--- src/rtl/core/dsfmt_pkg.sv ---
// Shared constants, types and codes for the dSFMT prototype generator.
`timescale 1ns / 1ps

package dsfmt_pkg;

  localparam int ENTRIES_DEFAULT = 191;
  localparam int WORD_W          = 64;
  localparam int HALF_W          = 32;
  localparam int MASK_W          = 52;
  localparam int PICK_W          = 8;
  localparam int SHIFT_W         = 6;
  localparam int RSHIFT          = 12;
  localparam int LCG_SHIFT       = 62;
  localparam logic [WORD_W-1:0] LCG_MULT = 64'h5851_F42D_4C95_7F2D;

  // Seed chain index, wide enough for the largest table.
  localparam int SEED_IDX_W = 12;

  // Configuration port geometry: 64-bit registers at 8-byte strides.
  localparam int APB_AW      = 5;
  localparam int APB_DW      = 64;
  localparam int CFG_IDX_LSB = 3;

  localparam logic [PICK_W-1:0]  PICK_RESET  = 8'd1;
  localparam logic [SHIFT_W-1:0] SHIFT_RESET = 6'd13;

  typedef enum logic [1:0] {
    CFG_PICK_OFFSET = 2'd0,
    CFG_LEFT_SHIFT  = 2'd1,
    CFG_MASK_FIRST  = 2'd2,
    CFG_MASK_SECOND = 2'd3
  } cfg_reg_t;

  typedef enum logic [2:0] {
    ST_IDLE,
    ST_SEED_STORE,
    ST_SEED_MUL,
    ST_CALC,
    ST_NEXT,
    ST_SEND
  } gen_state_t;

  typedef enum logic [1:0] {
    PH_LO,
    PH_CROSS_A,
    PH_CROSS_B
  } lcg_phase_t;

  typedef struct packed {
    logic                  start;
    logic [WORD_W-1:0]     x;
    logic [SEED_IDX_W-1:0] index;
  } lcg_req_t;

  typedef struct packed {
    logic              done;
    logic [WORD_W-1:0] value;
  } lcg_rsp_t;

endpackage

--- src/rtl/core/dsfmt_lcg.sv ---
// One step of the 64-bit seeding chain on a 32x32 multiplier.
`timescale 1ns / 1ps

module dsfmt_lcg (
  input  logic               clk,
  input  logic               rst,
  input  dsfmt_pkg::lcg_req_t req,
  output dsfmt_pkg::lcg_rsp_t rsp
);

  dsfmt_pkg::lcg_phase_t ph;
  logic [dsfmt_pkg::WORD_W-1:0]     y_q;
  logic [dsfmt_pkg::SEED_IDX_W-1:0] idx_q;
  logic [dsfmt_pkg::WORD_W-1:0]     acc;
  logic [dsfmt_pkg::WORD_W-1:0]     acc_next;
  logic                             done;

  logic [dsfmt_pkg::WORD_W-1:0] y_in;
  logic [dsfmt_pkg::WORD_W-1:0] y_cur;
  logic [dsfmt_pkg::HALF_W-1:0] op_a;
  logic [dsfmt_pkg::HALF_W-1:0] op_b;
  logic [dsfmt_pkg::WORD_W-1:0] prod;

  assign y_in  = req.x ^ (req.x >> dsfmt_pkg::LCG_SHIFT);
  assign y_cur = (ph == dsfmt_pkg::PH_LO) ? y_in : y_q;

  // low x low, low x high, high x low: only the low 64 bits matter
  assign op_a = (ph == dsfmt_pkg::PH_CROSS_B) ? y_cur[dsfmt_pkg::WORD_W-1:dsfmt_pkg::HALF_W]
                                              : y_cur[dsfmt_pkg::HALF_W-1:0];
  assign op_b = (ph == dsfmt_pkg::PH_CROSS_A)
              ? dsfmt_pkg::LCG_MULT[dsfmt_pkg::WORD_W-1:dsfmt_pkg::HALF_W]
              : dsfmt_pkg::LCG_MULT[dsfmt_pkg::HALF_W-1:0];
  assign prod = op_a * op_b;

  always_comb begin
    case (ph)
      dsfmt_pkg::PH_LO:      acc_next = prod;
      dsfmt_pkg::PH_CROSS_A: acc_next = acc + {prod[dsfmt_pkg::HALF_W-1:0],
                                               {dsfmt_pkg::HALF_W{1'b0}}};
      dsfmt_pkg::PH_CROSS_B: acc_next = acc + {prod[dsfmt_pkg::HALF_W-1:0],
                                               {dsfmt_pkg::HALF_W{1'b0}}}
                                            + dsfmt_pkg::WORD_W'(idx_q);
      default:               acc_next = acc;
    endcase
  end

  always_ff @(posedge clk) begin
    if (rst) begin
      ph   <= dsfmt_pkg::PH_LO;
      done <= 1'b0;
    end else begin
      done <= (ph == dsfmt_pkg::PH_CROSS_B);
      case (ph)
        dsfmt_pkg::PH_LO:      if (req.start) ph <= dsfmt_pkg::PH_CROSS_A;
        dsfmt_pkg::PH_CROSS_A: ph <= dsfmt_pkg::PH_CROSS_B;
        dsfmt_pkg::PH_CROSS_B: ph <= dsfmt_pkg::PH_LO;
        default:               ph <= dsfmt_pkg::PH_LO;
      endcase
    end
  end

  always_ff @(posedge clk) begin
    if (ph == dsfmt_pkg::PH_LO && req.start) begin
      y_q   <= y_in;
      idx_q <= req.index;
    end
    if (ph != dsfmt_pkg::PH_LO || req.start) begin
      acc <= acc_next;
    end
  end

  assign rsp.done  = done;
  assign rsp.value = acc;

endmodule

--- config.mk ---
export PLATFORM = sky130hd
export DESIGN_NAME = dsfmt_lcg
export DESIGN_NICKNAME = d
export VERILOG_FILES = /design/src/rtl/core/dsfmt_pkg.sv /design/src/rtl/core/dsfmt_lcg.sv
export SDC_FILE = /design/constraint.sdc
export NUM_CORES = 2
export LEC_CHECK = 0
export ABC_AREA = 1
export BUFFER_PORTS_ARGS = -buffer_cell sky130_fd_sc_hd__buf_2
export CORE_MARGIN = 8
export CORE_UTILIZATION = 58
export DETAILED_ROUTE_END_ITERATION = 10
export PLACE_DENSITY = 0.78
export SKIP_CTS_REPAIR_TIMING = 1
export SLEW_MARGIN = 20
export SYNTH_ARGS = -nofsm -noshare
export SYNTH_HDL_FRONTEND = slang
export SYNTH_SLANG_ARGS = --single-unit
--- constraint.sdc ---
create_clock -name clk -period 20.7 [get_ports clk]
set_input_delay 4.14 -clock clk [delete_from_list [all_inputs] [get_ports clk]]
set_output_delay 4.14 -clock clk [all_outputs]
set_load 0.05 [all_outputs]
# After elaboration in Yosys (flattened, before gate mapping)
# Cells that the tools add are included.
# Widths: inputs -> output; s select.
[classes]
addsub = 2
n_mul = 1
eq_ne = 3
muxes = 6
bitwise = 1
n_reduce_logical = 6
[ops]
columns = ["op", "n"]
rows = [
  ["$pmux 64 s3", 1],
  ["$add 64x12->64", 1],
  ["$add 64x64->64", 1],
  ["$mux 64", 1],
  ["$xor 64x2->64", 1],
  ["$mul 32x31->63", 1],
  ["$mux 32", 1],
  ["$mux 29", 1],
  ["$pmux 2 s2", 1],
  ["$reduce_bool 3->1", 1],
  ["$eq 2x1->1 const B", 1],
  ["$eq 2x2->1 const B", 1],
  ["$logic_not 2->1", 1],
  ["$mux 2", 1],
  ["$ne 2x2->1 const B", 1],
  ["$reduce_and 2->1", 1],
  ["$reduce_bool 2->1", 1],
  ["$logic_and 1x1->1", 1],
  ["$logic_or 1x1->1", 1],
]
[word_totals]
ff_bits = 143
input_bits = 79
out_inout_bits = 65
wordCells = 24

# Depth between registers and ports, before layout
[depth]
ltp_word = 7
ltp_mapped = 54
ltp_nobuf = 53

# Least setup slack after synthesis
# Ideal clock, no wire load.
[synth_timing]
kind = "input-to-reg"
start = "in req[13] (netlist bit)"
end = "reg acc[62] (netlist bit), data pin"
setup_ns = 0.256
t_arrival_ns = 12.488
required_ns = 20.444
setup_slack_ns = 7.956
stages = 44
n_path_buf = 0
path_cell_list = "xor2_1 -> nand2_1 -> a21boi_0 -> inv_1 -> nor2_1 -> inv_1 -> fa_1 -> inv_1 -> fa_1 -> fa_1 -> inv_1 -> fa_1 -> inv_1 -> ha_1 -> ha_1 -> fa_1 -> inv_1 -> fa_1 -> (+8 left out) -> xor2_1 -> ha_1 -> nand2_1 -> nor2_1 -> nand2_1 -> o211ai_1 -> nor2_1 -> nand2_1 -> nand2_1 -> nand2_1 -> nor2_1 -> nand2_1 -> nor2_1 -> nand3_1 -> nand2_1 -> nand2_1 -> nand2_1 -> nand2_1"
[synth_between]
elab_chain_len = 7
[synth_rtl]
columns = ["item", "line_no", "rtl"]
rows = [
  ["start: declaration", "dsfmt_lcg.sv:7", "input dsfmt_pkg::lcg_req_t req,"],
  ["$xor 64x2->64 *", "dsfmt_lcg.sv:24", "assign y_in = req.x ^ (req.x >> dsfmt_pkg::LCG_SHIFT);"],
  ["$mux 64 *", "dsfmt_lcg.sv:25", "assign y_cur = (ph == dsfmt_pkg::PH_LO) ? y_in : y_q;"],
  ["$mux 32 *", "dsfmt_lcg.sv:28", "assign op_a = (ph == dsfmt_pkg::PH_CROSS_B) ? y_cur[dsfmt_pkg::WORD_W-1:dsfmt_pkg::HALF_W]"],
  ["$mul 32x31->63 *", "dsfmt_lcg.sv:33", "assign prod = op_a * op_b;"],
  ["$add 64x64->64", "dsfmt_lcg.sv:38, dsfmt_lcg.sv:40", ""],
  ["$add 64x12->64", "dsfmt_lcg.sv:42", "+ dsfmt_pkg::WORD_W'(idx_q);"],
  ["$pmux 64 s3 *", "dsfmt_lcg.sv:36", "case (ph)"],
  ["named net acc_next, one bit", "dsfmt_lcg.sv:15", "logic [dsfmt_pkg::WORD_W-1:0] acc_next;"],
  ["end signal: assignment", "dsfmt_lcg.sv:68", "acc <= acc_next;"],
  ["end: declaration", "dsfmt_lcg.sv:14", "logic [dsfmt_pkg::WORD_W-1:0] acc;"],
]
# The timed path passes the listed nets; every way through them passes the cells marked *.
# A chain may end at the register's enable or synchronous reset.

# Worst setup path in the final report
[layout_timing]
start = "in req[75] (netlist bit)"
end = "reg acc[58] (netlist bit), data pin"
[layout_between]
elab_chain_len = 7
[layout_rtl]
columns = ["item", "line_no", "rtl"]
rows = [
  ["$xor 64x2->64 *", "dsfmt_lcg.sv:24", ""],
  ["named net y_in, one bit", "dsfmt_lcg.sv:18", "logic [dsfmt_pkg::WORD_W-1:0] y_in;"],
  ["$mux 64 *", "dsfmt_lcg.sv:25", ""],
  ["$mux 32 *", "dsfmt_lcg.sv:28", ""],
  ["$mul 32x31->63 *", "dsfmt_lcg.sv:33", ""],
  ["$add 64x64->64", "dsfmt_lcg.sv:38, dsfmt_lcg.sv:40", ""],
  ["$add 64x12->64", "dsfmt_lcg.sv:42", ""],
  ["$pmux 64 s3 *", "dsfmt_lcg.sv:36", ""],
  ["named net acc_next, one bit", "dsfmt_lcg.sv:15", ""],
]
# Marked as above.

==> flow_metrics.env <==
export IMPL_async_reset_ff_share_pct=0
export IMPL_reg2reg_slack_ns=8.05
export IMPL_grt_pass1_vias=29100
export IMPL_outcome="complete, no violations"
export IMPL_cpMostUsedCell="nand2_1"
export IMPL_rsz0062_at_grt="false"
export IMPL_rows=88
export IMPL_h_tree_depth=4
export IMPL_cts_made_buffers=17
export IMPL_post_place_ws_ns=6.10
export IMPL_grt_util_met1_pct=42.3
export IMPL_fillers=4976
export IMPL_postSynthCellCount=4017
export IMPL_dieArea_um2=65900
export IMPL_tns_ns=0
export IMPL_grt_busiest_layer="met2"
export IMPL_syn_area_um2=33600
export IMPL_clk_insertion_delay_late_ns=0.49
export IMPL_synth_seq_cells=143
export IMPL_clockBufferDepth=2
export IMPL_clock_skew_final_ns=0.0212
export IMPL_ant_nets=0
export IMPL_start_kind="input pin"
export IMPL_routed_wirelength_mm=105
export IMPL_antennaDiodeCount=0
export IMPL_wl_per_cell_um=21.1
export IMPL_path_max_fanout=10
export IMPL_place_hpwl_mm=89.5
export IMPL_period_share_pct=70.0
export IMPL_initial_core_util_pct=58.5
export IMPL_cts_tree="built"
export IMPL_core_area_um2=57500
export IMPL_port_buffers=143
export IMPL_drv_slew=0
export IMPL_netlist_area_leader_share_pct=32.6
export IMPL_die_h_um=257
export IMPL_drtPass1Iterations=6
export IMPL_syn_avg_cell_area_um2=8.37
export IMPL_tightest_slew_ns=1.08
export IMPL_endpoint_kind="register"
export IMPL_synth_area_leaders="fa_1, ha_1, edfxtp_1"
export IMPL_nets=5295
export IMPL_area_growth_pct=7.36
export IMPL_worstPathArrival_ns=14.73
export IMPL_setup_viol=0
export IMPL_antenna_found_initial=0
export IMPL_die_x_um=257
export IMPL_synth_warnings=0
export IMPL_period_needed_ns=14.48
export IMPL_cts_root_buf="clkbuf_16"
export IMPL_grtUsageTotal_pct=32.4
export IMPL_boundaryPins=144
export IMPL_timing_final_ws_setup_ns=6.22
export IMPL_post_drt_via_cell_ratio=5.62
export IMPL_clock_sinks=143
export IMPL_path_clk_slew_ns=0.07
export IMPL_cap_violations=0
export IMPL_drtIter0Drc=2829
export IMPL_met2_usage_pct=52.3
export IMPL_max_freq_mhz=69.0
export IMPL_overflow=0
export IMPL_critical_path_max_stage_delay_ns=0.63
export IMPL_grt_max_degree=67
export IMPL_yosysUniqueCellTypes=56
export IMPL_maxSlewHeadroom_pct=27.7
export IMPL_remaining_drc_errors=0
export IMPL_synth_ff_type="edfxtp_1"
export IMPL_hold_violations=0
export IMPL_crit_slowest_cell="xor2_1"
export IMPL_final_layout_size_suffix_gt1_share_pct=7.33
export IMPL_gp_congestion=1.01
export IMPL_synth_top_area_cell="fa_1"
export IMPL_grtUsageMet3_pct=5.90
export IMPL_grt_pass1_wl_mm=165
export IMPL_crit_required_ns=20.94
export IMPL_vias=27900
export IMPL_yosysSeqAreaShare_pct=12.7
export IMPL_worstSetupPathType="input pin to register"
export IMPL_hold_class="register to register"
export IMPL_synth_edf_count=140
## synthesized netlist by cell type, types with 8 or more instances
cell type	instances
inv_1	939
nand2_1	814
fa_1	548
ha_1	481
nor2_1	293
nand3_1	183
edfxtp_1	140
a21oi_1	132
o21ai_0	116
xor2_1	36
clkbuf_1	33
nand4_1	30
nand2_2	25
or2_2	25
nor3_1	22
nor2_2	19
xnor2_1	19
a31oi_1	12
nand3b_1	12
o21bai_1	12
a21o_1	11
nand3_2	11
a21boi_0	9
o21a_1	9
a32o_1	8
buf_1	8
## cell type report
| class | count | area (µm²) | area share (%) |
|---|---|---|---|
| Inverter | 945 | 3550 | 9.83 |
| Sequential cell | 143 | 4260 | 11.8 |
| Timing Repair Buffer | 171 | 946 | 2.62 |
| Clock buffer | 17 | 425 | 1.18 |
| Multi-Input combinational cell | 2909 | 25700 | 71.3 |
| Clock inverter | 15 | 214 | 0.593 |
| Tap cell | 765 | 957 | 2.65 |
## worst paths after layout
path | cells after the start | startpoint | to
max | 44 | req[75] | acc[58]
min | 2 | ph[0] | ph[0]
max reg2reg | 44 | ph[0] | acc[58]
min reg2reg | 2 | ph[0] | ph[0]
## flip-flops by register name (all words and copies together) (netlist names)
signal	flops
done	1
idx_q	12
ph	2
y_q	64
acc	64
## logic make-up (layout without fill, tap and decap cells)
| family | count (synthesis) | count (layout) | synth area share, % |
|---|---|---|---|
| XOR/XNOR | 55 | 55 | 1.43 |
| other | 2 | 31 | 0.0223 |
| flip-flops | 143 | 143 | 12.7 |
| AO/OA/AOI/OAI | 343 | 343 | 5.89 |
| adder cells (fa/ha/maj) | 1029 | 1029 | 50.5 |
| AND/OR/NAND/NOR | 1451 | 1451 | 18.3 |
| buffers and inverters | 994 | 1148 | 11.1 |
## cells in the final DEF (no fill, tap or decap), drive strengths merged, types with 4 or more instances in the layout
master  count
inv       951
nand2     840
fa        548
ha        481
nor2      314
nand3     194
buf       171
edfxtp    140
a21oi     135
o21ai     119
xor2       36
conb       31
nand4      30
nor3       27
or2        25
xnor2      19
clkbuf     17
o21bai     13
nand3b     12
a31oi      12
a21o       11
a21boi     10
o21a        9
a32o        8
a32oi       6
nor4        5
clkinv      5
o211ai      4
## per-stage QoR
stage / hold WS, ns / area, µm² / util, % / cells
finish: 0.547 / 36100 / 62.8 / 4965
global route: 0.608 / 36100 / 62.8 / 4965
CTS: 0.550 / 36100 / 62.7 / 4964
detailed placement: 0.543 / 35400 / 61.6 / 4932
global placement: 0.526 / 35400 / 61.6 / 4932
floorplan: 0.498 / 33700 / - / 4046
## critical path: cells and delay by family
family / cells / cell delay (ns)
fa+ha+maj: 10 / 4.56
simple gates: 19 / 2.72
compound gates: 4 / 1.29
buf+inv: 9 / 1.06
xor+xnor: 2 / 0.91
## layer usage
| layer | part of all wire, % | up-vias |
|---|---|---|
| met1 | 40 | 13500 |
| met5 | 0 | - |
| met3 | 9.1 | 287 |
| met4 | 5.1 | 0 |
| li1 | - | 12800 |
| met2 | 46 | 1323 |
Power is left out: the tool's default activity adds up to more than one toggle a clock period on the data nets, which glitch-free logic cannot reach.
